### config.mk
export PLATFORM = sky130hd
export DESIGN_NAME = ppp_delay
export DESIGN_NICKNAME = d
export VERILOG_FILES = /design/src/rtl/ppp_delay.sv
export SDC_FILE = /design/constraint.sdc
export NUM_CORES = 1
export LEC_CHECK = 0
export ABC_CLOCK_PERIOD_IN_PS = 800
export CAP_MARGIN = 20
export CELL_PAD_IN_SITES_DETAIL_PLACEMENT = 0
export CELL_PAD_IN_SITES_GLOBAL_PLACEMENT = 1
export CORE_ASPECT_RATIO = 1.2
export CORE_UTILIZATION = 35
export DETAILED_ROUTE_END_ITERATION = 7
export DONT_BUFFER_PORTS = 1
export GPL_ROUTABILITY_DRIVEN = 1
export HOLD_SLACK_MARGIN = 0.06
export PLACE_DENSITY_LB_ADDON = 0.1
export SLEW_MARGIN = 0
export SYNTH_ARGS = -nofsm -noshare
export SYNTH_HDL_FRONTEND = slang
export SYNTH_SLANG_ARGS = --single-unit
### constraint.sdc
create_clock -name clk -period 0.8 [get_ports clk]
set_clock_uncertainty 0.2 [all_clocks]
set_input_delay 0.08 -clock clk [delete_from_list [all_inputs] [get_ports clk]]
set_output_delay 0.08 -clock clk [all_outputs]
set_load 0.005 [all_outputs]
### src/rtl/ppp_delay.sv
// ppp_delay: valid and payload delay line that keeps sideband beside a divider
// no package needed
`default_nettype none

module ppp_delay #(
  parameter int W     = 8,
  parameter int DEPTH = 2
) (
  input  logic         clk,
  input  logic         rst_n,
  input  logic         en,
  input  logic         in_valid,
  input  logic [W-1:0] in_data,
  output logic         out_valid,
  output logic [W-1:0] out_data
);

  logic [DEPTH-1:0] vld_r;
  logic [W-1:0]     data_r [DEPTH];

  always_ff @(posedge clk) begin
    if (!rst_n) begin
      vld_r <= '0;
    end else if (en) begin
      vld_r <= {vld_r[DEPTH-2:0], in_valid};
    end
  end

  always_ff @(posedge clk) begin
    if (en) begin
      data_r[0] <= in_data;
      for (int i = 1; i < DEPTH; i++) begin
        data_r[i] <= data_r[i-1];
      end
    end
  end

  assign out_valid = vld_r[DEPTH-1];
  assign out_data  = data_r[DEPTH-1];

endmodule

`default_nettype wire

==> results.tsv <==
metric	value	unit
hold buffers post-CTS	9	
Worst Hold Class	input port to flip-flop	
Pleak	0.247	nW
GRT Total Usage	7.44	%
Power Dens Cells	2310	nW/um^2
largest family of logic cells by synthesized area	buffers and inverters	
Worst slew margin	92.0	%
worst path bufs/invs	1	
DRT iter0 DRCs	3	
Detailed Route WL	681	um
min-delay src	en	
Simple-Gate Fraction of Synth Area	2.04	%
XOR/XNOR Fraction of Synth Area	0	%
area of the multi-input gates	32.5	sq um
post-route ant nets	0	
PortBufs	0	
Synth Area in Adders	0	%
Hold WS	-302	ps
via count	237	
Overflow after GRT	0	
largest net degree at the start of global routing	19	
total of warnings raised by yosys	0	
Clock transition at path regs	100	ps
Post-Synthesis Cells	30	
Distinct cells, synth	5	
RSZ-0062 raised after global routing	yes	
clock latency on the worst-skew pair	280	ps
commonest cells after routing, fill and taps aside	edfxtp_1 (16), dlygate4sd3_1 (9), clkbuf_4 (3), mux2i_1 (2), nor2b_1 (2)	
final setup violation count	18	
Synthesized Nets	42	
CP peak stage delay	340	ps
flops & latches, synth	18	
Startpoint Class	flip-flop	
Num Clock Sinks	18	
vias in the first global route	209	
# Max-Cap Violations	0	
Top Family by Delay on Critical Path	flip-flops	
crit-path cells	buf_6	
setup bufs post-CTS	0	
Die H	47.8	um
Avg Inst Size Synth	20.4	sq um
final slew viol count	0	
CP Launch Point	vld_r[1]	
reg2reg start	data_r[0][3]	
Max clock buf depth	2	
nets	49	
Rows	16	
Finished Cell Area	704	sq um
failing checks	hold timing, setup timing	
TritonCTS Buffers	3	
antenna violations before repair	0	
drt pass-1 iters	2	
cell area after synthesis	613	sq um
compound-cell area share of the yosys netlist	0	%
layout cells sized above 1	13.9	%
mux cell area share after synthesis	3.27	%
Crit Path Max Fanout	2	
leading cell type in the layout, fill and taps excluded	edfxtp_1	
Hold Fails Final Rpt	18	
Worst Path Required	520	ps
worst slew pin tran	117	ps
Fmax	0.988	GHz
crit path DAT	730	ps
Tcrit/Tclk final	127	%
Worst IR Drop VDD	1100	uV
Die X	40.2	um
detailed-route DRC error count	0	
Avg WL per Cell	12.6	um
storage element area	522	sq um
CTS tree	built	
status	complete, but fails checks	
Fin Setup TNS	-1680	ps
Placeable Area	1640	sq um
crit path kind	flip-flop to output pin	
Root Buffer	clkbuf_4	
fin crit period	1010	ps
CP endpoint kind	output pin	
GP Congestion	0.614	
first-pass GRT wire length	862	um
total die area	1920	sq um
slowest cell on the critical path	dfxtp_2	
Layout area overhead	14.9	%
H-tree depth	1	
vias per cell	4.39	
Worst Slack Setup Final	-212	ps
num ports	21	
post-synthesis sequential area ratio	84.9	%
ANT cells	0	
fillers	156	
DP Area	583	sq um
starting density of the core	37.3	%
## layout make-up
type | instances | share of cell area, %
well taps | 18 | 3.20
repair buffers | 10 | 14.4
flip-flops and latches | 18 | 74.1
clock buffers | 4 | 3.73
multi-input cells | 4 | 4.62
## registers in the layout, summed over array words and instances, names as in the netlist
signal	count
data_r	16
vld_r	2
## per-stage QoR
step / worst slack, ps / std cells / power, mW / utilization [%]
final: -212 / 54 / 1.63 / 42.9
after global routing: -237 / 54 / 1.68 / 42.9
after CTS: -217 / 54 / 1.63 / 42.9
after detailed placement: -19.0 / 41 / 1.16 / 35.5
after global placement: -4.58 / 41 / 1.15 / 35.5
after floorplan: 11.2 / 30 / 1.18 / -
## Yosys cell counts
cell type | number | area, sq um
edfxtp_1 | 16 | 480
buf_4 | 8 | 60.1
dfxtp_1 | 2 | 40.0
mux2i_1 | 2 | 20.0
nor2b_1 | 2 | 12.5
## where the power goes
group | switching (mW) | total (mW) | internal (mW)
combinational | 0.00866 | 0.0474 | 0.0387
sequential | 0.0239 | 1.12 | 1.10
clock | 0.266 | 0.460 | 0.194
## path summary, 6_finish.rpt
| check | to | slack (ps) | depth (start not counted) |
|---|---|---|---|
| worst max-delay path | out_valid | -210 | 1 |
| worst min-delay path | data_r[0][2] | -300 | 0 |
| worst max register to register | data_r[0][11] | -30 | 0 |
| worst min register to register | data_r[0][15] | 230 | 0 |
## routing by layer
layer  track usage (%)  share of wire, %  vias to the layer above
met3              4.65               8.8                        0
met5                 0                 0                        -
li1                  -                 -                      115
met2              10.6                43                       19
met4              6.00                 0                        0
met1              7.62                48                      103
## timing repair
action	in CTS	in global routing
setup endpoints to repair	19	19
resized for setup	2	0
hold endpoints to repair	26	18
## logic make-up (layout without fill, tap and decap cells)
logic type / Yosys count / after routing
flip-flops: 18 / 18
buffers and inverters: 8 / 14
multiplexers: 2 / 2
AND/OR/NAND/NOR: 2 / 2
Power figures use the tool's default switching activity.
