<file path="config.mk">
export PLATFORM = sky130hd
export DESIGN_NAME = ppp_div_pipe
export DESIGN_NICKNAME = d
export VERILOG_FILES = /design/src/rtl/ppp_div_pipe.sv
export SDC_FILE = /design/constraint.sdc
export NUM_CORES = 1
export LEC_CHECK = 0
export BUFFER_PORTS_ARGS = -buffer_cell sky130_fd_sc_hd__buf_2
export CAP_MARGIN = 40
export CORE_MARGIN = 10
export CORE_UTILIZATION = 50
export DETAILED_ROUTE_END_ITERATION = 10
export PLACE_DENSITY = 0.69
export SYNTH_ARGS = -nofsm -noshare
export SYNTH_HDL_FRONTEND = slang
export SYNTH_SLANG_ARGS = --single-unit
</file>
<file path="constraint.sdc">
create_clock -name clk -period 5 [get_ports clk]
set_input_delay 1.5 -clock clk [delete_from_list [all_inputs] [get_ports clk]]
set_output_delay 1.5 -clock clk [all_outputs]
set_load 0.05 [all_outputs]
</file>
<file path="src/rtl/ppp_div_pipe.sv">
// ppp_div_pipe: unsigned restoring divider, one quotient bit per pipeline stage
// no package needed; dividend must be below divisor * 2^Q
`default_nettype none

module ppp_div_pipe #(
  parameter int N = 8,
  parameter int D = 4,
  parameter int Q = 4
) (
  input  logic         clk,
  input  logic         en,
  input  logic [N-1:0] dividend,
  input  logic [D-1:0] divisor,
  output logic [Q-1:0] quotient
);

  logic [D-1:0]   rem_r [Q];
  logic [Q-1:0]   lo_r  [Q];
  logic [Q-1:0]   quo_r [Q];
  logic [D-1:0]   dvs_r [Q];
  logic [N+D-1:0] ext;

  assign ext = {{D{1'b0}}, dividend};

  for (genvar g = 0; g < Q; g++) begin : g_stage
    logic [D-1:0] rem_in;
    logic [D-1:0] dvs_in;
    logic [Q-1:0] lo_in;
    logic [Q-1:0] quo_in;
    logic [D:0]   trial;
    logic         take;

    if (g == 0) begin : g_first
      assign rem_in = ext[Q+D-1:Q];
      assign lo_in  = dividend[Q-1:0];
      assign quo_in = '0;
      assign dvs_in = divisor;
    end else begin : g_next
      assign rem_in = rem_r[g-1];
      assign lo_in  = lo_r[g-1];
      assign quo_in = quo_r[g-1];
      assign dvs_in = dvs_r[g-1];
    end

    assign trial = {rem_in, lo_in[Q-1]};
    assign take  = trial >= {1'b0, dvs_in};

    always_ff @(posedge clk) begin
      if (en) begin
        rem_r[g] <= take ? D'(trial - {1'b0, dvs_in}) : trial[D-1:0];
        lo_r[g]  <= {lo_in[Q-2:0], 1'b0};
        quo_r[g] <= {quo_in[Q-2:0], take};
        dvs_r[g] <= dvs_in;
      end
    end
  end

  assign quotient = quo_r[Q-1];

endmodule

`default_nettype wire

</file>
==> flow_summary.ini, run 1 <==
[status]
outcome = finished, final reports clean

[route]
ant_nets = 0
remaining_drc_errors = 0
dr_total_vias = 1032
firstDrtPassIters = 4
drt_iter0_drc = 37
wirelength_mm = 2.62
route.detailed.wl_per_inst_um = 12.6
vias_per_cell = 4.96

[critical_path]
crit_chain = buf_2, inv_1, ha_1, o21ai_1, a21oi_2, nor2_4, mux2_4
cp-startpoint = divisor[2]
crit_end = rem_r[0][2]
critPathMaxStageDelay_ns = 0.32
crit_slowest_cell = ha_1
critPathMaxFanout = 4
crit_path_end_kind = register
crit-reg2reg-launch = rem_r[1][1]
rr_worst_depth = 5
worstSetupStartpointType = input port
rrSetupSlack_ns = 3.23
cp.arrival_ns = 2.67
setup.worst_path.class = input port to register
reg2reg_to = rem_r[2][2]
required_ns = 5.03

[global_route]
grt_max_degree = 41
antenna_found_initial = 0
grt_pass1_wl_mm = 4.69
grt_pass1_vias = 1099
grt_usage = 0.0932
grt_overflow = 0

[sta]
relSlewSlack = 0.441
hold_ws_ns = 0.417
finalCriticalPeriod_ns = 2.63
setup_viol = 0
clock_skew_ns = 0.00411
finalHoldViolations = 0
maxClockFrequency_mhz = 380
rsz0062_at_grt = no
tightest_slew_ns = 0.839
fin_setup_tns_ns = 0
drv_slew = 0
fin_crit_sh = 0.526

[hold_path]
hold_class = register to register

[placed_design]
dp.cells = 201
portBuffers = 17
gp_congestion = 0.792
dp_hpwl_mm = 2.01

[floorplanning]
initial_core_util = 0.520
die_area_um2 = 6720
die_x_um = 82.0
fp.dieH_um = 82.0
core_area_um2 = 3690
ios = 18
num_rows = 22

[job]
max_cap_violations = 0

[synthesis]
netlist_instances = 136
async_reset_ff_frac = 0
synth_nets = 169
syn_area_um2 = 1920
synth.area.top_cells = edfxtp_1, ha_1, inv_1
netlist.area_leader.share = 0.626
ys_types = 18
synth_edf_count = 40
yosysMostFrequentCell = edfxtp_1
synth.avg_cell_area_um2 = 14.1
synth-seq-cells = 40
synth.yosys.seq_area_share = 0.626
synthTopCellsByCount = edfxtp_1, inv_1, ha_1
netlist.top_cell.by_area = edfxtp_1
synthFlopType = edfxtp_1
yosysWarnings = 0

[cts]
cts_tree = done
clk_pin_slew_ns = 0.07
clk_path_buf_depth = 2
ctsHoldBuffers = 0
cts_buffers = 5
numClockSinks = 40
cts_resized = 0
cts_setup_buffers = 0
clockRootBuffer = clkbuf_8
cts_htree_levels = 2
clock_latency_ns = 0.28

[power_and_ir_drop]
total_power_w = 0.000802
p_leak_nw = 0.897
ir_worst_vdd_mv = 0.146
p_per_area_nw_per_um2 = 375

[layout]
num_antenna_cells = 0
post_layout_nonfiller_instances = 208
finalNetCount = 193
fill_cells = 291
syn2layout_area_growth_pct = 11.6
drive_above_1_share = 0.200
worst min path at each step:
| stage | startpoint | end | slack (ns) | cells after the start |
|---|---|---|---|---|
| floorplan | lo_r[0][0] | lo_r[1][1] | 0.40 | 0 |
| global placement | quo_r[2][1] | quo_r[3][2] | 0.40 | 0 |
| detailed placement | quo_r[2][1] | quo_r[3][2] | 0.41 | 0 |
| CTS | quo_r[2][2] | quo_r[3][3] | 0.42 | 0 |
| global route | quo_r[2][1] | quo_r[3][2] | 0.43 | 0 |
| finish | quo_r[2][2] | quo_r[3][3] | 0.42 | 0 |
sequential cells by signal, indices dropped and copies added, names as in the netlist:
register	cells
rem_r	12
lo_r	6
quo_r	10
dvs_r	12
worst max-delay path, delay by kind of cell:
kind	cells	cell delay (ns)
simple gates	1	0.15
mux	1	0.31
buf+inv	2	0.13
compound gates	2	0.24
fa+ha+maj	1	0.32
final cells by class:
cell class	instances	area (um^2)	share of cell area
inverter	22	82.6	0.0386
tap	48	60.1	0.0280
multi-input combinational	74	636	0.297
clock inverter	1	5.00	0.00234
timing repair buffer	17	85.1	0.0397
sequential	40	1200	0.561
clock buffer	6	72.6	0.0339
logic make-up (layout without fill, tap and decap cells):
kind of cell	count (synthesis)	in the layout	synth area share
DFF	40	40	0.626
and+or+nand+nor	31	31	0.0854
adders and majority gates	19	19	0.136
muxes	9	9	0.0548
AOI/OAI and AO/OA	12	12	0.0417
buffers and inverters	22	46	0.0430
xor gates and xnor gates	3	3	0.0137
metrics by stage:
step	utilization	worst slack, ns	instance area [um^2]
2_1_floorplan	-	2.26	1920
3_3_place_gp	0.560	2.13	2060
3_5_place_dp	0.560	2.07	2060
4_1_cts	0.581	2.38	2140
5_1_grt	0.581	2.31	2140
6_report	0.581	2.37	2140
placed cells by master, fill, tap and decap left out, types with 4 or more instances in the layout:
master     n
ha_1      16
inv_1     22
edfxtp_1  40
buf_2     17
mux2i_1    6
nor2_1    12
nand2b_1   4
nor3_1     6
clkbuf_8   5
layer usage:
metal / up-vias / track usage / share of wire
li1: 525 / - / -
met1: 482 / 0.0861 / 0.39
met2: 19 / 0.162 / 0.53
met3: 6 / 0.0360 / 0.042
met4: 0 / 0.0714 / 0.031
met5: - / 0 / 0
where the power goes:
part	internal (W)	switching, W	leakage (nW)
combinational	0.0000765	0.0000965	0.467
clock	0.0000946	0.0000973	0.0410
sequential	0.000423	0.0000140	0.389
No activity file was read; power rests on OpenSTA's default activity.
==> run 2, diff against run 1 <==
- PLACE_DENSITY: 0.69 -> 0.72
- clock period: 5 -> 2.1 ns (I/O delays scaled with it)
==> run 2 against run 1 <==
  * Register-to-register slack worse by 2.9 ns
  * Core utilization up 0.75 points
  * Clock skew hardly changed
  * Sequential share of layout area shrank 0.71 points
  * Cell area increased by 1.3%
  * Combinational power up 140%
  * Non-clock buffer count is 2 higher
  * Highest routed layer unchanged
==> flow_summary.ini, run 2 (synthesized netlist as in run 1, its figures left out) <==
[status]
outcome = finished, final reports clean

[critical_path]
critPathMaxStageDelay_ns = 0.42
cp_num_buf_inv = 0
crit_slowest_cell = edfxtp_1
setup.worst_path.class = register to register
worstSetupStartpointType = register
cp.arrival_ns = 1.80
crit_path_end_kind = register
required_ns = 2.14
critPathMaxFanout = 4
cp_top_family = flip-flops
crit_chain = ha_1, o21ai_1, a21oi_2, nor2_4, mux2_4

[global_route]
grt_usage = 0.0925
grt_overflow = 0
antenna_found_initial = 0
grt_pass1_vias = 1135
grt_pass1_wl_mm = 4.66
grt_max_degree = 41

[floorplanning]
ios = 18
die_area_um2 = 6720
num_rows = 22
fp.dieH_um = 82.0
core_area_um2 = 3690
die_x_um = 82.0
initial_core_util = 0.520

[sta]
setup_viol = 0
clock_skew_ns = 0.00453
drv_slew = 0
rsz0062_at_grt = no
relSlewSlack = 0.844
maxClockFrequency_mhz = 570
fin_crit_sh = 0.835
fin_setup_tns_ns = 0
hold_ws_ns = 0.419
finalCriticalPeriod_ns = 1.75
finalHoldViolations = 0
tightest_slew_ns = 0.233

[layout]
final_common_cell = edfxtp_1
finalNetCount = 195
fill_cells = 302
syn2layout_area_growth_pct = 13.0
drive_above_1_share = 0.210
top_regs = dvs_r x12, rem_r x12, quo_r x10
post_layout_nonfiller_instances = 210
final_cell_mix = edfxtp_1, inv_1, buf_2
num_antenna_cells = 0

[cts]
ctsHoldBuffers = 0
clk_pin_slew_ns = 0.07
cts_htree_levels = 2
cts_resized = 0
cts_setup_buffers = 0
clk_path_buf_depth = 2
clock_latency_ns = 0.28
cts_tree = done
clockRootBuffer = clkbuf_8
cts_buffers = 5
numClockSinks = 40

[route]
wirelength_mm = 2.61
remaining_drc_errors = 0
ant_nets = 0
vias_per_cell = 4.99
firstDrtPassIters = 4
route.detailed.wl_per_inst_um = 12.4
drt_iter0_drc = 85
dr_total_vias = 1048

[placed_design]
dp.cells = 203
portBuffers = 17
dp_hpwl_mm = 2.01
gp_congestion = 0.815

[power_and_ir_drop]
total_power_w = 0.00192
ir_worst_vdd_mv = 0.410
p_per_area_nw_per_um2 = 885
p_leak_nw = 0.912

[hold_path]
hold_class = register to register

[job]
max_cap_violations = 0
-- run 2: cell count changes in the layout (fill, tap and decap cells not counted), sizes merged --
cell / change
buf: +2
-- run 2: cell type report --
| type | count | area, um^2 | area share |
|---|---|---|---|
| Clock buffer | 6 | 72.6 | 0.0334 |
| Clock inverter | 1 | 5.00 | 0.00231 |
| Inverter | 22 | 82.6 | 0.0381 |
| Multi-Input combinational cell | 74 | 636 | 0.293 |
| Sequential cell | 40 | 1200 | 0.554 |
| Tap cell | 48 | 60.1 | 0.0277 |
| Timing Repair Buffer | 19 | 113 | 0.0519 |
-- run 2: final timing paths --
kind         slack [ns]           to        start  cells after the start
max                0.35  rem_r[1][2]  rem_r[0][1]                      5
min                0.42  quo_r[3][3]  quo_r[2][2]                      0
max reg2reg        0.35  rem_r[1][2]  rem_r[0][1]                      5
min reg2reg        0.42  quo_r[3][3]  quo_r[2][2]                      0
-- run 2: where the power goes --
part           switching [W]  internal [W]  leakage (nW)
clock network       0.000235      0.000225        0.0410
registers          0.0000332       0.00101         0.389
logic               0.000231      0.000188         0.482
-- run 2: worst reg2reg max path, stage by stage (launching register included) --
cell      delay [ns]
edfxtp_1        0.42
ha_1            0.37
o21ai_1         0.18
a21oi_2         0.07
nor2_4          0.16
mux2_4          0.31
-- run 2: layer usage --
metal | routed length (um) | share of wire | track usage | vias up
li1 | - | - | - | 531
met1 | 1030 | 0.39 | 0.0847 | 490
met2 | 1400 | 0.54 | 0.168 | 21
met3 | 100 | 0.038 | 0.0317 | 6
met4 | 83 | 0.032 | 0.0646 | 0
met5 | 0 | 0 | 0 | -
-- run 2: per-stage QoR --
stage	area [um^2]	worst slack [ns]	utilization
floorplan	1920	0.227	-
global placement	2090	0.128	0.567
detailed placement	2090	0.0744	0.567
CTS	2170	0.360	0.588
global route	2170	0.288	0.588
finish	2170	0.346	0.588
==> run 3, diff against run 2 <==
- PLACE_DENSITY: 0.72 -> 0.69
- clock period: 2.1 -> 1.8 ns (I/O delays scaled with it)
==> run 3 against run 2 <==
  * Non-clock buffer count up 9
  * Core utilization up 2.1 points
  * Via count grew 5.8%
  * Die area did not move
  * Cell count rose by 4.8%
  * Register-to-register slack got worse by 0.24 ns
  * Global-route usage increased by 0.60 points
  * Maximum frequency up 3.4%
  * Clock skew grew 0.0032 ns
  * Critical endpoint is now rem_r[2][2]
  * Highest routed layer unchanged
==> flow_summary.ini, run 3 (synthesized netlist as in run 1, its figures left out) <==
[layout]
final_cell_mix = edfxtp_1, inv_1, buf_2
finalNetCount = 204
multiInputGateArea_um2 = 639
design_area_um2 = 2250
final_common_cell = edfxtp_1
num_antenna_cells = 0
final-seq-area_um2 = 1200
drive_above_1_share = 0.262
top_regs = dvs_r x12, rem_r x12, quo_r x10
syn2layout_area_growth_pct = 17.0
post_layout_nonfiller_instances = 220
fill_cells = 304

[global_route]
grt_usage = 0.0985
antenna_found_initial = 0
grt_overflow = 0
grt_max_degree = 41
grt_pass1_vias = 1254
grt_pass1_wl_mm = 4.99

[critical_path]
rr_worst_depth = 5
rrSetupSlack_ns = 0.10
required_ns = 1.84
crit_path_end_kind = register
cp.arrival_ns = 1.73
reg2reg_to = rem_r[2][2]
worstSetupStartpointType = register
crit-reg2reg-launch = rem_r[1][1]
setup.worst_path.class = register to register
critPathMaxFanout = 4

[route]
route.detailed.wl_per_inst_um = 12.8
wirelength_mm = 2.83
ant_nets = 0
remaining_drc_errors = 0
firstDrtPassIters = 4
dr_total_vias = 1109
vias_per_cell = 5.04
drt_iter0_drc = 63

[hold_path]
hold_class = register to register
holdCritStartpoint = quo_r[0][0]
whs_path_depth = 0
min_to = quo_r[1][1]

[cts]
clk_pin_slew_ns = 0.08
cts_buffers = 5
clk_path_buf_depth = 2
cts_htree_levels = 2
clock_latency_ns = 0.29
cts_tree = done
cts_setup_buffers = 0
clockRootBuffer = clkbuf_8
numClockSinks = 40

[floorplanning]
core_area_um2 = 3690
fp.dieH_um = 82.0
die_area_um2 = 6720
die_x_um = 82.0
ios = 18
num_rows = 22
initial_core_util = 0.520

[placed_design]
gp_congestion = 0.854
pre_cts_slack_ns = -0.130
dp.cells = 212
portBuffers = 17
dp_hpwl_mm = 2.12
dpl_cell_area_um2 = 2160

[sta]
relSlewSlack = 0.844
setup_viol = 0
fin_crit_sh = 0.943
hold_ws_ns = 0.422
rsz0062_at_grt = no
finalCriticalPeriod_ns = 1.70
drv_slew = 0
clock_skew_ns = 0.00769
maxClockFrequency_mhz = 589
setup_slack_ns = 0.103
tightest_slew_ns = 0.232
finalHoldViolations = 0

[job]
max_cap_violations = 0

[power_and_ir_drop]
p_leak_nw = 0.961
p_per_area_nw_per_um2 = 1030
ir_worst_vdd_mv = 0.609
total_power_w = 0.00231

[status]
outcome = finished, final reports clean
run 3: metal layers:
layer / up-vias / global-route usage / share of wire
met4: 0 / 0.0833 / 0.047
met1: 519 / 0.0877 / 0.38
li1: 550 / - / -
met3: 13 / 0.0295 / 0.036
met2: 27 / 0.178 / 0.54
met5: - / 0 / 0
run 3: through the flow:
stage | setup TNS [ns] | util
after CTS | 0 | 0.608
final | 0 | 0.609
after global placement | -0.151 | 0.585
after global routing | 0 | 0.609
after floorplan | 0 | -
after detailed placement | -0.246 | 0.585
run 3: report_power, final:
| part | switching (W) | leakage (nW) | total [W] | internal [W] |
|---|---|---|---|---|
| Combinational | 0.000288 | 0.527 | 0.000539 | 0.000251 |
| Clock | 0.000294 | 0.0453 | 0.000557 | 0.000263 |
| Sequential | 0.0000393 | 0.389 | 0.00121 | 0.00117 |
| Total | 0.000621 | 0.961 | 0.00231 | 0.00169 |
run 3: worst max-delay path by stage:
stage                              to  cells past startpoint  slack, ns        start
after floorplan           rem_r[0][2]                      6       0.02   divisor[2]
after CTS                 rem_r[2][2]                      5       0.11  rem_r[1][1]
after global placement    rem_r[0][2]                      6      -0.08  dividend[3]
after global routing      rem_r[2][2]                      5       0.03  rem_r[1][1]
after detailed placement  rem_r[0][2]                      6      -0.13  dividend[3]
final                     rem_r[2][2]                      5       0.10  rem_r[1][1]
run 3: final cells by class:
cell class,count,share of cell area
tap,48,0.0267
sequential,40,0.535
multi-input combinational,74,0.285
inverter,22,0.0368
timing repair buffer,28,0.0802
clock inverter,3,0.00613
clock buffer,5,0.0306
run 3: worst max-delay path: stages, from the launching register on:
cell and delay [ns]:
edfxtp_1 0.41, ha_1 0.38, o21ai_2 0.18, a21oi_2 0.07
nor2_4 0.10, mux2_4 0.30
run 3: what timing repair did:
item,CTS,global route
setup endpoints to repair,0,1
hold buffers,0,0
resized for setup,0,1
