<file path="config.mk">
export PLATFORM = sky130hd
export DESIGN_NAME = ppp_cfg_regs_flat
export DESIGN_NICKNAME = d
export VERILOG_FILES = /design/src/rtl/ppp_pkg.sv /design/src/rtl/ppp_if.sv /design/src/rtl/ppp_cfg_regs.sv /design/src/flat_wrapper.sv
export SDC_FILE = /design/constraint.sdc
export NUM_CORES = 1
export LEC_CHECK = 0
export BUFFER_PORTS_ARGS = -buffer_cell sky130_fd_sc_hd__buf_2
export CAP_MARGIN = 25
export CORE_UTILIZATION = 40
export DETAILED_ROUTE_END_ITERATION = 8
export GPL_TIMING_DRIVEN = 0
export HOLD_SLACK_MARGIN = 0.03
export PLACE_DENSITY_LB_ADDON = 0.15
export SYNTH_ARGS = -nofsm -noshare
export SYNTH_HDL_FRONTEND = slang
export SYNTH_SLANG_ARGS = --single-unit
</file>
<file path="constraint.sdc">
create_clock -name clk -period 3.9 [get_ports clk]
set_clock_uncertainty 0.05 [all_clocks]
set_input_delay 0 -clock clk [delete_from_list [all_inputs] [get_ports clk]]
set_output_delay 0 -clock clk [all_outputs]
set_load 0.05 [all_outputs]
</file>
<file path="src/rtl/ppp_pkg.sv">
// ppp_pkg: types, register codes, reset values and widths of the perspective point projector
// no dependencies; imported by ppp_cfg_regs, ppp_dot, the top module and the testbench
`default_nettype none

package ppp_pkg;

  localparam int CFG_IDX_W  = 4;
  localparam int CFG_DATA_W = 48;

  typedef enum logic [CFG_IDX_W-1:0] {
    REG_EYE_X      = 4'd0,
    REG_EYE_Y      = 4'd1,
    REG_EYE_Z      = 4'd2,
    REG_FWD_AXIS   = 4'd3,
    REG_RIGHT_AXIS = 4'd4,
    REG_UP_AXIS    = 4'd5,
    REG_VIEW_SCALE = 4'd6,
    REG_VIEWPORT   = 4'd7
  } reg_idx_t;

  typedef struct packed {
    logic signed [31:0] eye_x;
    logic signed [31:0] eye_y;
    logic signed [31:0] eye_z;
    logic [47:0]        fwd_axis;
    logic [47:0]        right_axis;
    logic [47:0]        up_axis;
    logic [31:0]        view_scale;
    logic [23:0]        viewport;
  } cfg_t;

  localparam cfg_t CFG_RESET = '{
    eye_x:      32'sd0,
    eye_y:      32'sd0,
    eye_z:      32'sd0,
    fwd_axis:   48'd16384,
    right_axis: 48'd211106232532992,
    up_axis:    48'd1073741824,
    view_scale: 32'd236984606,
    viewport:   24'd5243600
  };

  // dot products, Q.22
  localparam int DOT_W = 51;
  localparam logic signed [DOT_W-1:0] NEAR_Q22 = 51'sd209715;

  // projection dividers
  localparam int Z12_W = 39;
  localparam int NUM_W = 60;
  localparam int NQ_W  = 53;

  // edge direction dividers
  localparam int MAG_W   = 53;
  localparam int DIR_D_W = 40;
  localparam int DIR_N_W = 55;
  localparam int DIR_Q_W = 15;

  typedef struct packed {
    logic signed [DOT_W-1:0] zf;
    logic signed [DOT_W-1:0] xr;
    logic signed [DOT_W-1:0] yu;
    logic [10:0]             margin;
  } dot_t;

  // floor(side * 36 / 5), reciprocal multiply exact below 2^18
  function automatic logic [14:0] inset_limit(input logic [11:0] side);
    logic [17:0] v;
    logic [33:0] p;
    v = 18'(side) * 18'd36;
    p = 34'(v) * 34'd52429;
    return p[32:18];
  endfunction

endpackage

`default_nettype wire

</file>
<file path="src/rtl/ppp_if.sv">
// ppp_if: point, result and register write channels of the projector
// plain valid/ready interfaces, no package needed
`default_nettype none


interface ppp_cfg_if;
  logic        valid;
  logic        ready;
  logic [3:0]  index;
  logic [47:0] data;
  modport source (output valid, index, data, input ready);
  modport sink (input valid, index, data, output ready);
endinterface

`default_nettype wire

</file>
<file path="src/rtl/ppp_cfg_regs.sv">
// ppp_cfg_regs: camera register file written over the register channel
// depends on ppp_pkg and ppp_cfg_if
`default_nettype none

module ppp_cfg_regs (
  input  logic          clk,
  input  logic          rst_n,
  ppp_cfg_if.sink       cfg_ch,
  output ppp_pkg::cfg_t regs
);
  import ppp_pkg::*;

  cfg_t regs_r;

  assign cfg_ch.ready = 1'b1;
  assign regs = regs_r;

  always_ff @(posedge clk) begin
    if (!rst_n) begin
      regs_r <= CFG_RESET;
    end else if (cfg_ch.valid) begin
      case (reg_idx_t'(cfg_ch.index))
        REG_EYE_X:      regs_r.eye_x <= $signed(cfg_ch.data[31:0]);
        REG_EYE_Y:      regs_r.eye_y <= $signed(cfg_ch.data[31:0]);
        REG_EYE_Z:      regs_r.eye_z <= $signed(cfg_ch.data[31:0]);
        REG_FWD_AXIS:   regs_r.fwd_axis <= cfg_ch.data;
        REG_RIGHT_AXIS: regs_r.right_axis <= cfg_ch.data;
        REG_UP_AXIS:    regs_r.up_axis <= cfg_ch.data;
        REG_VIEW_SCALE: regs_r.view_scale <= cfg_ch.data[31:0];
        REG_VIEWPORT:   regs_r.viewport <= cfg_ch.data[23:0];
        default: ;
      endcase
    end
  end

endmodule

`default_nettype wire

</file>
<file path="src/flat_wrapper.sv">
// flat-port wrapper written by rule: the top's interface ports become plain ports
module ppp_cfg_regs_flat import ppp_pkg::*;
  (clk, rst_n, regs, cfg_ch_valid, cfg_ch_index, cfg_ch_data, cfg_ch_ready);
  ppp_cfg_if cfg_ch_i ();
  input  logic clk;
  input  logic rst_n;
  output ppp_pkg::cfg_t regs;
  input wire logic [$bits(cfg_ch_i.valid)-1:0] cfg_ch_valid;
  input wire logic [$bits(cfg_ch_i.index)-1:0] cfg_ch_index;
  input wire logic [$bits(cfg_ch_i.data)-1:0] cfg_ch_data;
  output wire logic [$bits(cfg_ch_i.ready)-1:0] cfg_ch_ready;
  assign cfg_ch_i.valid = cfg_ch_valid;
  assign cfg_ch_i.index = cfg_ch_index;
  assign cfg_ch_i.data = cfg_ch_data;
  assign cfg_ch_ready = cfg_ch_i.ready;
  ppp_cfg_regs u_core (.clk(clk), .rst_n(rst_n), .cfg_ch(cfg_ch_i), .regs(regs));
endmodule
</file>
==> metrics.txt, run 1 <==
share of cells above drive strength 1=between 20% and 30%; Mapped Area=about 11,000 um^2; Initial DRT Pass Iterations=9; Post-synth EDFFs=0; Critical Path, Cell by Cell=dlygate4sd3_1, buf_2, nor4_2, dlygate4sd3_1, mux2i_1, dlygate4sd3_1; count of cell types in the netlist=24; Fill cells=2,405; DIE HEIGHT=166.1 um; Final Max Slew Viols=0; post-cts resize count=0; Mapped Nets=about 1,100; IO Count=352; dpl ws=1647 ps; worst-path fanout max=9; Max Cap Violations=0; GP Congestion=0.7805; Synth Area in Compound Gates=1.742%; top cells by area, synth=dfxtp_1 55%, mux2i_1 26%, nand2_1 11%; final worst path period share=60.17%; ys flop type=dfxtp_1; Tot Pwr=approximately 6.7 mW; Lkg Pwr=around 7.2 nW; Adder-Cell Fraction of Synth Area=0%; Crit path required time=4340 ps; Cells after Synth=1,049; Worst Max-Slew Pin Slew=896.3 ps; WP data arrival=2780 ps; grt ovf=0; global-route wire length before repair=~54,000 um; Post-Synth Simple-Gate Area=13.43%; nets=1,545; dpl hpwl=25,610 um; Post-CTS Hold Buffers=61; DIE AREA=approximately 28,000 um^2; DP Area=12,930 um^2; XOR/XNOR share of the synthesized area=0%; Num CTS Buffers=31; RSZ-0062 raised after global routing=no; starting DRC count in detailed routing=511; fmax=426.1 MHz; DR WL/cell=19.38 um; largest family of logic cells by synthesized area=multiplexers; CTS Root Cell=clkbuf_16; vias in the first global route=approximately 9,000; final hold vios=0; syn_area_per_cell=10.27 um^2; failing checks=DRC; Clock transition at path regs=about 60 ps; Finished Cell Area=14,620 um^2; Seq/Total Area, Yosys=54.99%; Hold WC Path Type=input port to flip-flop; ant diodes=0; dominant cell type by area after synthesis=dfxtp_1; crit start category=input port; share of the synthesized area in the top cell type=54.99%; Port Buffers=between 300 and 400; DR vias/cell=4.873; # setup viols final=0; worst relative slew slack=40.25%; asr flop ratio synth=0%; WS Path Type=input port to flip-flop; vias post-DR=about 9,000; die width=166.1 um; total core area=roughly 26,000 um^2; Slowest cell on crit path=dlygate4sd3_1; CTS max path bufs=3; largest net degree at the start of global routing=15; number of cell rows=59; min cycle time layout=2347 ps; Initial Util=41.01%; Post-DRT Antenna Nets=0; status=complete, but fails checks; final wirelength=35,810 um; Placed Instances=about 1,700; CTS Sinks=296; GR Util All Layers=25.26%; #FFs+latches synth=296; CTS tree=built; DRC errors left=23; slowest stage delay, CP=740 ps; initial antenna violation count=0; Syn. warnings=0; Worst setup EP type=flip-flop; Post-CTS Setup Bufs=0; PD cells=457.7 nW/um^2; Crit path max-delay family=buffers and inverters; clk_lat worst skew=540 ps; mux cell area share after synthesis=25.82%; CP bufs+invs=4; Worst IR Drop VDD=0.0003353 V; max FFs per register=296; H-tree depth=1; Synth-to-Final Area Change=35.63%; final setup TNS=0 ps; final setup margin=about 1600 ps; CP most frequent cell=dlygate4sd3_1; Final Instance Count excl. Fillers=1,848
[report_power, final]
group | switching (mW) | leakage [nW] | internal [mW]
clock network | 1.21 | 0.526 | 1.87
logic | 0.383 | 4.33 | 0.147
registers | 0.0199 | 2.39 | 3.06
total | 1.61 | 7.24 | 5.08
[area by class of cell]
class / instances / area, um^2 / share of cell area (%)
plain buffers: 77 / 361.6 / 2.474
clock buffers: 44 / 904.6 / 6.189
clock inverters: 12 / 168.9 / 1.156
inverters: 18 / 67.56 / 0.4623
multi-input cells: 658 / 4422 / 30.25
flip-flops and latches: 296 / 5926 / 40.54
well taps: 335 / 419.2 / 2.868
repair buffers: 408 / 2347 / 16.06
[cells by family (layout without fill, tap and decap cells)]
| logic type | Yosys count | in the layout |
|---|---|---|
| other cells | 1 | 1 |
| simple gates | 353 | 353 |
| buf+inv | 95 | 559 |
| compound gates | 26 | 26 |
| mux | 278 | 278 |
| flops | 296 | 296 |
[metrics by stage]
step           utilization [%]  hold slack [ps]
3_3_place_gp             49.21            228.8
5_1_grt                  55.62            154.2
6_report                 55.62            95.20
2_1_floorplan                -            114.6
4_1_cts                  55.62            79.27
3_5_place_dp             49.21            249.9
[routing by layer]
| layer | up-vias | global-route usage [%] | part of all wire [%] |
|---|---|---|---|
| li1 | 4364 | - | - |
| met1 | 4289 | 32.35 | 44 |
| met2 | 306 | 42.85 | 47 |
| met3 | 46 | 5.481 | 6.8 |
| met4 | 0 | 6.786 | 2.1 |
| met5 | - | 0.1739 | 0 |
[synth_stat cells (2+ instances only)]
master    count
buf_2        19
buf_4         9
buf_6         2
clkbuf_1     47
dfxtp_1     296
inv_1        18
mux2i_1     278
nand2_1     325
nand2b_1      2
nor2_1        2
nor2b_1       5
nor3_2        2
o211ai_1     12
o21ai_0       6
o311ai_0      6
o31ai_1       2
or3_1         2
or4b_2       10
[path summary, 6_finish.rpt]
| kind | from | endpoint | slack [ps] | depth (start not counted) |
|---|---|---|---|---|
| setup / recovery | cfg_ch_index[3] | u_core.regs[215]$_SDFFE_PN0P_ | 1550 | 6 |
| hold / removal | cfg_ch_index[0] | u_core.regs[86]$_SDFFE_PN1P_ | 100 | 4 |
| setup reg to reg | u_core.regs[28]$_SDFFE_PN1P_ | u_core.regs[28]$_SDFFE_PN1P_ | 2630 | 3 |
| hold reg to reg | u_core.regs[169]$_SDFFE_PN0P_ | u_core.regs[169]$_SDFFE_PN0P_ | 400 | 2 |
[cell usage in the layout, fill, tap and decap left out, types with 10 or more instances in the layout]
master and count:
buf_2 366, clkbuf_1 52, clkbuf_16 31, dfxtp_1 296
dlygate4sd3_1 61, inv_1 18, mux2i_1 278, nand2_1 325
o211ai_1 12, or4b_2 10
[worst register-to-register path, stage by stage, from the launching register on]
cell and delay (ps):
dfxtp_1 320, nor2b_1 130, mux2i_1 90, dlygate4sd3_1 580
Note: power is estimated with default switching activity, not from simulation.
==> run 2: changes to the inputs <==
--- a/config.mk
+++ b/config.mk
@@ -5,6 +5,7 @@
 export SDC_FILE = /design/constraint.sdc
 export NUM_CORES = 1
 export LEC_CHECK = 0
+export ABC_AREA = 1
 export BUFFER_PORTS_ARGS = -buffer_cell sky130_fd_sc_hd__buf_2
 export CAP_MARGIN = 25
 export CORE_UTILIZATION = 40
==> constraint.sdc (replaced) <==
create_clock -name clk -period 2 [get_ports clk]
set_clock_uncertainty 0.05 [all_clocks]
set_input_delay 0 -clock clk [delete_from_list [all_inputs] [get_ports clk]]
set_output_delay 0 -clock clk [all_outputs]
set_load 0.05 [all_outputs]
==> run 2 against run 1 <==
- the run now ends clean
- count of clock-buffer cells in the layout grew 10
- global-route usage is 2.8 points higher
- sequential share of layout area shrank 2.5 points
- clock power up 100%
- non-clock buffer count rose by 31
- wire length rose by 18%
- synthesized area rose by 7.6%
- utilization down 0.33 points
- hold slack worse by 53 ps
- register-to-register slack worse by 1800 ps
- sequential cell count stayed put
- via count rose by 34%
- critical path type unchanged
- largest power group is now the clock network
==> metrics.txt, run 2 <==
commonest non-fill, non-tap cell in the layout=nor2_1; Initial Util=41.18% (+0.17 points); syn_area_per_cell=6.739 um^2 (-34%); PD cells=892.9 nW/um^2 (+95%); worst relative slew slack=45.26% (+5.0 points); Post-DRT Antenna Nets=0 (unchanged); Port Buffers=348 (+0.29%); DR vias/cell=4.684 (-3.9%); share of cells above drive strength 1=21.31% (-7.9 points); Num CTS Buffers=35 (+13%); GR Util All Layers=28.10% (+2.8 points); vias post-DR=12,034 (+34%); slowest stage delay, CP=570 ps (-170 ps); worst-path fanout max=10 (+1); Worst Max-Slew Pin Slew=821.0 ps (-75.23 ps); final worst path period share=between 90 and 100%; CTS tree=built; count of cell types in the netlist=14 (-42%); crit start category=input port; final setup TNS=0 ps (unchanged); dpl hpwl=31,890 um (+25%); number of cell rows=61 (+3.4%); RSZ-0062 raised after global routing=no; initial antenna violation count=0 (unchanged); total core area=28,160 um^2 (+7.2%); vias in the first global route=11,257 (+28%); DIE AREA=29,680 um^2 (+7.5%); #FFs+latches synth=296 (unchanged); Lkg Pwr=8.236 nW (+14%); DR WL/cell=16.47 um (-15%); IO Count=352 (unchanged); Post-CTS Setup Bufs=0 (unchanged); top cells by area, synth=dfxtp_1 51%, nor2_1 18%, nand2_1 17%; ant diodes=0 (unchanged); die width=172.3 um (+3.7%); WS Path Type=input port to flip-flop; DRC errors left=0 (-100%); clk_lat worst skew=500 ps (-40 ps); Hold WC Path Type=input port to flip-flop; Mapped Area=11,600 um^2 (+7.6%); Worst IR Drop VDD=0.0005841 V (+74%); synth cell count leaders=557 x nor2_1, 530 x nand2_1, 296 x dfxtp_1, 132 x inv_1, 65 x nand4_1; worst min-delay path startpoint=cfg_ch_index[2]; CTS Sinks=296 (unchanged); Seq/Total Area, Yosys=51.10% (-3.9 points); Worst R2R Start=u_core.regs[9]$_SDFFE_PN1P_; CTS Root Cell=clkbuf_16; GP Congestion=0.8824 (+13%); largest net degree at the start of global routing=13 (-2); dominant cell type by area after synthesis=dfxtp_1; WP data arrival=2230 ps (-550 ps); crit path launch=cfg_ch_index[3]; grt ovf=0 (unchanged); Slowest cell on crit path=dlygate4sd3_1; min cycle time layout=between 1500 and 2000 ps; DIE HEIGHT=172.3 um (+3.7%); share of the synthesized area in the top cell type=51.10% (-3.9 points); H-tree depth=2 (+1); DP Area=13,810 um^2 (+6.8%); Post-synth EDFFs=0 (unchanged); CTS max path bufs=3 (unchanged); max FFs per register=296 (unchanged); Mapped Nets=1,776 (+61%); Initial DRT Pass Iterations=7 (-2); final hold vios=0 (unchanged); Worst setup EP type=flip-flop; status=finished, final reports clean; Synth-to-Final Area Change=34.25%; global-route wire length before repair=62,660 um (+17%); fmax=541.2 MHz; # setup viols final=0 (unchanged); nets=2,222 (+44%); starting DRC count in detailed routing=696 (+36%); Final Max Slew Viols=0 (unchanged); Fill cells=2,822 (+17%); most frequent cells in the layout=556 x nor2_1, 530 x nand2_1, 392 x buf_2; final wirelength=42,320 um (+18%); asr flop ratio synth=0% (unchanged); Crit path required time=2380 ps (-1960 ps); Clock transition at path regs=60 ps (about the same); most common cell in the netlist=nor2_1; Finished Cell Area=15,570 um^2 (+6.5%); Cells after Synth=1,721 (+64%); Critical Path, Cell by Cell=dlygate4sd3_1, buf_2, inv_1, nand3_2, nor2_2, buf_2, nand2_1, nand3_1, dlygate4sd3_1; Max Cap Violations=0 (unchanged); Syn. warnings=0 (unchanged); ys flop type=dfxtp_1
[run 2: what timing repair did]
item | in CTS | in global routing
endpoints found under the hold margin | 266 | 0
setup endpoints to repair | 0 | 5
hold buffers | 63 | 0
resized for setup | 0 | 5
[run 2: report_power, final]
| part | switching (mW) | total, mW | internal (mW) |
|---|---|---|---|
| sequential | 0.0697 | 6.10 | 6.03 |
| clock | 2.47 | 6.27 | 3.80 |
| combinational | 1.14 | 1.54 | 0.393 |
| total | 3.68 | 13.9 | 10.2 |
[run 2: cell families (layout without fill, tap and decap cells)]
group / Yosys count / in the layout / share of synthesized area [%]
flip-flops: 296 / 296 / 51.10
AND/OR/NAND/NOR: 1184 / 1184 / 40.20
AO/OA/AOI/OAI: 1 / 1 / 0.04311
buffers and inverters: 239 / 709 / 8.631
other: 1 / 1 / 0.03233
[run 2: cell type report]
| type | instances | area, um^2 | share of cell area [%] |
|---|---|---|---|
| tap | 378 | 473.0 | 3.038 |
| clock inverter | 7 | 62.56 | 0.4018 |
| buffer | 107 | 508.0 | 3.263 |
| multi-input combinational | 1186 | 4683 | 30.08 |
| inverter | 132 | 495.5 | 3.182 |
| sequential | 296 | 5926 | 38.06 |
| timing repair buffer | 409 | 2352 | 15.11 |
| clock buffer | 54 | 1070 | 6.871 |
[run 2: per-layer routing]
metal / GRT usage [%] / wire [um] / vias to the layer above
li1: - / - / 6047
met1: 35.65 / 18680 / 5485
met2: 46.23 / 19070 / 421
met3: 6.569 / 3101 / 81
met4: 10.50 / 1466 / 0
met5: 0 / 0 / -
[run 2: critical path: cells and delay by family]
| kind | cells | cell delay (ps) |
|---|---|---|
| buffers and inverters | 5 | 1650 |
| and+or+nand+nor | 4 | 580 |
[run 2: path summary, 6_finish.rpt]
check	slack (ps)	cells past startpoint	to
setup / recovery	150	9	u_core.regs[9]$_SDFFE_PN1P_
hold / removal	40	6	u_core.regs[264]$_SDFFE_PN0P_
setup reg to reg	810	3	u_core.regs[9]$_SDFFE_PN1P_
hold reg to reg	400	2	u_core.regs[32]$_SDFFE_PN1P_
[run 2: metrics by stage]
stage	cells	util [%]	setup WS, ps	hold slack (ps)	power (mW)
finish	2569	55.28	152.4	42.02	13.90
global route	2569	55.28	54.20	91.88	14.34
CTS	2571	55.30	30.91	225.9	13.97
detailed placement	2447	49.04	264.5	204.9	7.662
global placement	2447	49.04	274.8	193.0	7.645
floorplan	1721	-	972.2	76.14	7.187
